**src/lbs_pkg.sv**
```systemverilog
package lbs_pkg;

  typedef enum logic [1:0] {
    MODE_LOAD   = 2'd0,
    MODE_RIGID  = 2'd1,
    MODE_FIRST  = 2'd2,
    MODE_ADD    = 2'd3
  } mode_e;

  localparam int unsigned NumElems = 12;

  typedef struct packed {
    logic [1:0]         mode;
    logic [3:0]         element_index;
    logic signed [31:0] element_value;
    logic signed [31:0] pos_x;
    logic signed [31:0] pos_y;
    logic signed [31:0] pos_z;
    logic [16:0]        weight;
    logic [11:0]        dest_index;
  } in_item_t;

  typedef struct packed {
    logic [11:0]        out_index;
    logic signed [31:0] out_x;
    logic signed [31:0] out_y;
    logic signed [31:0] out_z;
    logic               saturated;
  } out_item_t;

  // controller -> datapath
  typedef struct packed {
    logic       capture;    // latch the vertex transaction
    logic       load_elem;  // write the matrix element from the input
    logic [1:0] row;
    logic [1:0] col;
    logic       mul_step;   // product for row/col
    logic       acc_init;   // sum = translation plus half LSB
    logic       acc_add;    // sum += previous product
    logic       row_done;   // round/saturate the row sum
    logic       wgt_step;   // weight multiply for row
    logic       wgt_done;   // saturate weighted value for row
    logic       acc_rd;     // read the destination slot
    logic       acc_step;   // add slot value for row
    logic       write_back;
  } lbs_cmd_t;

  function automatic logic signed [31:0] sat32(input logic signed [49:0] x, output logic f);
    logic signed [31:0] r;
    f = 1'b0;
    r = x[31:0];
    if (x > 50'sd2147483647) begin
      r = 32'sh7fffffff;
      f = 1'b1;
    end else if (x < -50'sd2147483648) begin
      r = 32'sh80000000;
      f = 1'b1;
    end
    return r;
  endfunction

endpackage

```
**src/lbs_ctrl.sv**
```systemverilog
module lbs_ctrl (
  input  logic              clk_i,
  input  logic              rst_ni,
  input  logic              in_valid_i,
  output logic              in_stall_o,
  input  logic [1:0]        in_mode_i,
  output logic              out_valid_o,
  input  logic              out_stall_i,
  input  logic              mode_rigid_i,
  input  logic              mode_add_i,
  input  logic              drop_i,
  output lbs_pkg::lbs_cmd_t cmd_o
);
  import lbs_pkg::*;

  typedef enum logic [2:0] {
    S_IDLE, S_MUL, S_RND, S_WGT, S_WSAT, S_ACC, S_WB, S_OUT
  } state_e;

  state_e     state_q;
  logic [1:0] row_q, col_q;
  logic       accept;

  assign in_stall_o = state_q != S_IDLE;

  always_comb begin
    cmd_o           = '0;
    cmd_o.row       = row_q;
    cmd_o.col       = col_q;
    accept          = state_q == S_IDLE && in_valid_i;
    cmd_o.load_elem = accept && in_mode_i == MODE_LOAD;
    cmd_o.capture   = accept && in_mode_i != MODE_LOAD && !drop_i;
    case (state_q)
      S_MUL: begin
        // col 3 only folds in the last product
        cmd_o.mul_step = col_q != 2'd3;
        cmd_o.acc_init = col_q == 2'd0;
        cmd_o.acc_add  = col_q != 2'd0;
        cmd_o.acc_rd   = 1'b1;
      end
      S_RND:   cmd_o.row_done   = 1'b1;
      S_WGT:   cmd_o.wgt_step   = 1'b1;
      S_WSAT:  cmd_o.wgt_done   = 1'b1;
      S_ACC:   cmd_o.acc_step   = 1'b1;
      S_WB:    cmd_o.write_back = 1'b1;
      default: cmd_o.write_back = 1'b0;
    endcase
  end

  always_ff @(posedge clk_i or negedge rst_ni) begin
    if (!rst_ni) begin
      state_q <= S_IDLE;
      row_q <= '0;
      col_q <= '0;
      out_valid_o <= 1'b0;
    end else begin
      case (state_q)
        S_IDLE: begin
          if (cmd_o.capture) begin
            row_q <= '0;
            col_q <= '0;
            state_q <= S_MUL;
          end
        end
        S_MUL: begin
          if (col_q == 2'd3) begin
            state_q <= S_RND;
          end else begin
            col_q <= col_q + 2'd1;
          end
        end
        S_RND: begin
          col_q <= '0;
          if (row_q == 2'd2) begin
            row_q <= '0;
            state_q <= mode_rigid_i ? S_WB : S_WGT;
          end else begin
            row_q <= row_q + 2'd1;
            state_q <= S_MUL;
          end
        end
        S_WGT: state_q <= S_WSAT;
        S_WSAT: begin
          if (mode_add_i) begin
            state_q <= S_ACC;
          end else if (row_q == 2'd2) begin
            state_q <= S_WB;
          end else begin
            row_q <= row_q + 2'd1;
            state_q <= S_WGT;
          end
        end
        S_ACC: begin
          if (row_q == 2'd2) begin
            state_q <= S_WB;
          end else begin
            row_q <= row_q + 2'd1;
            state_q <= S_WGT;
          end
        end
        S_WB: begin
          out_valid_o <= 1'b1;
          state_q <= S_OUT;
        end
        S_OUT: begin
          if (!out_stall_i) begin
            out_valid_o <= 1'b0;
            state_q <= S_IDLE;
          end
        end
        default: state_q <= S_IDLE;
      endcase
    end
  end

endmodule

```
**config.mk**
```make
export PLATFORM = sky130hd
export DESIGN_NAME = lbs_ctrl
export DESIGN_NICKNAME = d
export VERILOG_FILES = /design/src/lbs_pkg.sv /design/src/lbs_ctrl.sv
export SDC_FILE = /design/constraint.sdc
export NUM_CORES = 1
export LEC_CHECK = 0
export ABC_AREA = 1
export BUFFER_PORTS_ARGS = -buffer_cell sky130_fd_sc_hd__buf_2
export CORE_MARGIN = 3
export CORE_UTILIZATION = 47
export DETAILED_ROUTE_END_ITERATION = 16
export GPL_TIMING_DRIVEN = 0
export PLACE_DENSITY = 0.77
export SLEW_MARGIN = 20
export SYNTH_ARGS = -nofsm -noshare
export SYNTH_HDL_FRONTEND = slang
export SYNTH_SLANG_ARGS = --single-unit
```
**constraint.sdc**
```tcl
create_clock -name clk_i -period 1.6 [get_ports clk_i]
set_input_delay 0.08 -clock clk_i [delete_from_list [all_inputs] [get_ports clk_i]]
set_output_delay 0.08 -clock clk_i [all_outputs]
set_load 0.01 [all_outputs]
```
==> flow_summary.yaml <==
critical_path:
  r2r-end: "row_q[0]"
  cp.depth: 7
  cpMostUsedCell: "nand2_1"
  path_cells: "buf_6, nor2_2, nand2_1, inv_2, nand2_1, nor3_2, buf_2"
  crit_fanout: 8
  cp_top_family: "simple AND/OR/NAND/NOR gates"
  endpoint: "cmd_o[13]"
  r2r_start: "row_q[0]"
  critPathLaunch: "state_q[2]"
  end_kind: "primary output"
  crit_type: "flop to primary output"
  critPathBufInv: 3
  required_ps: 1520
  critPathSlowestCell: "dfrtp_1"
  worst_ep_arrival_time_ps: 1410
  reg2reg_slack_ps: 200
  max_stage_delay_ps: 370
  r2r_cells: 10
  cp-start-kind: "flop"
route:
  met3_length_um: 103
  wl_met2_um: 872
  ant_nets: 0
  route.detailed.drc: 0
  wl_um: 1670
  post_drt_wl_per_cell_um: 10.9
  drt_iter0_markers: 21
  met1_length_um: 686
  top_layer: "met4"
  vias_per_cell: 4.95
  vias: 758
  dr.pass1.iters: 4
timing:
  finClkSkew_ps: 1.50
  setup_viol: 0
  finalCriticalPeriod_ps: 1490
  finalMaxSlewViolations: 0
  fmax_mhz: 673
  fin_tns_setup_ps: 0
  hold_viol: 0
  period_share_pct: 92.9
  rsz0062_at_grt: "false"
  worstMarginPinSlew_ps: 323
  slew_headroom_pct: 78.2
  setup_ws_ps: 114
clock_tree:
  clk_latency_ps: 250
  cts.clk_slew.worst_paths_ps: 50
  cts_buffers: 3
  clock_tree.root_cell: "clkbuf_4"
  cts.path.max_buffers: 2
  numClockSinks: 8
  cts_tree: "built"
  htree_levels: 1
floorplan:
  ios: 26
  dieHeight_um: 44.1
  core_sq_mm: 0.00133
  die_w_um: 44.1
  dieArea_sq_mm: 0.00194
  row_count: 13
  initial_utilization_pct: 51.0
synthesis:
  synth_cells: 108
  ys_seq_elements: 8
  synth.yosys.seq_area_share_pct: 29.4
  avgSynthCellArea_sq_um: 6.30
  yosysTopAreaCell: "dfrtp_1"
  yosys_warnings: 0
  synth_nets: 123
  synth-main-ff-cell: "dfrtp_1"
  syn-cell-area_sq_um: 681
  ys_async_sr_fraction_pct: 100
  synth_edf_count: 0
  synth_top_area_share_pct: 29.4
  synthTopCellsByCount: "nand2_1 (36), inv_1 (19), nor2_1 (15)"
  synth.distinct_cells: 18
  synth_most_common_cell: "nand2_1"
  ys_top_cells_by_area: "dfrtp_1 (29%), nand2_1 (20%), ha_1 (11%)"
grt:
  grt_pass1_vias: 651
  antenna_found_initial: 0
  grt_pass1_wl_um: 2700
  grt_max_degree: 9
  grt_use_total_pct: 18.9
  gr-total-overflow: 0
power:
  peakVddDrop_v: 0.000986
  p_per_area_mw_per_mm2: 1760
  p_leak_nw: 0.554
cells_and_area:
  syn_to_final_growth_pct: 28.1
  drive_above_1_share_pct: 27.5
  fillCellCount: 139
  final_net_count: 155
  antenna_cells: 0
hold_path:
  hold_path.class: "primary input to flop"
place:
  place_congestion: 0.915
  io_buffers: 25
  dp_hpwl_um: 1360
  place_ws_ps: 215
flow_run:
  drv_cap: 0
status:
  status: "completed"
## state kept, by name, summed over array words and instances (netlist names)
register / cells
out_valid_o: 1
row_q: 2
col_q: 2
state_q: 3
## kinds of logic (layout without fill, tap and decap cells)
family | count (synthesis) | count (layout) | synth area share, %
and+or+nand+nor | 67 | 67 | 41.7
AOI/OAI and AO/OA | 5 | 5 | 4.60
buffers and inverters | 22 | 52 | 13.2
DFF | 8 | 8 | 29.4
adders and majority gates | 6 | 6 | 11.0
## final cells by class
cell class,count,area [sq um],share of cell area (%)
Tap cell,15,18.8,2.15
Inverter,21,78.8,9.04
Sequential cell,8,200,23.0
Clock buffer,3,22.5,2.58
Buffer,1,11.3,1.29
Timing Repair Buffer,27,143,16.4
Multi-Input combinational cell,78,398,45.6
## layout by cell type (no fill, tap or decap)
master	instances
ha_1	6
buf_4	1
buf_6	1
nand3b_1	1
o21ai_0	2
nand4_1	1
nor3_2	1
buf_2	25
o21ai_2	1
inv_2	2
dlygate4sd3_1	1
inv_1	19
dfrtp_1	8
nor2_2	2
clkbuf_4	3
nand2_2	1
nor3_1	1
nand3_1	9
nor2_1	14
nor2_4	1
o21bai_1	1
nand2_1	36
a21oi_1	1
## where the power goes
| group | leakage (nW) | switching (mW) | total, mW | internal (mW) |
|---|---|---|---|---|
| Clock | 0.0138 | 0.0624 | 0.148 | 0.0854 |
| Combinational | 0.438 | 0.621 | 1.00 | 0.383 |
| Sequential | 0.102 | 0.0944 | 0.381 | 0.286 |
## worst min path at each step
stage,startpoint,end,depth (start not counted)
floorplan,rst_ni,col_q[0],0
CTS,out_stall_i,out_valid_o,3
global route,out_stall_i,out_valid_o,3
detailed placement,rst_ni,out_valid_o,1
global placement,rst_ni,state_q[2],1
finish,mode_rigid_i,state_q[2],3
## routing by layer
layer  vias to the layer above  track usage, %
met5                         -               0
met2                        20            31.4
met1                       348            22.3
li1                        388               -
met3                         2            8.13
met4                         0            4.82
## per-stage QoR
stage | power [mW] | utilization (%) | cells | cell area, sq um | hold WS [ps]
final | 1.53 | 65.4 | 153 | 872 | 114
after global routing | 1.71 | 65.4 | 153 | 872 | 143
after CTS | 1.52 | 64.3 | 152 | 857 | 101
after detailed placement | 1.35 | 61.8 | 148 | 825 | -72.6
after global placement | 1.32 | 61.8 | 148 | 825 | -74.7
after floorplan | 1.05 | - | 108 | 681 | -216
## tightest hold or removal path, stage by stage
cell,delay [ps]
buf_2,90
nand3_1,70
nand4_1,90
## repair_timing
| item | in CTS | in global routing |
|---|---|---|
| hold buffers | 1 | 0 |
| endpoints found under the hold margin | 8 | 0 |
| setup endpoints to repair | 0 | 1 |
| gates resized for setup | 0 | 2 |
| setup buffers | 0 | 1 |
Note: power is estimated with default switching activity, not from simulation.
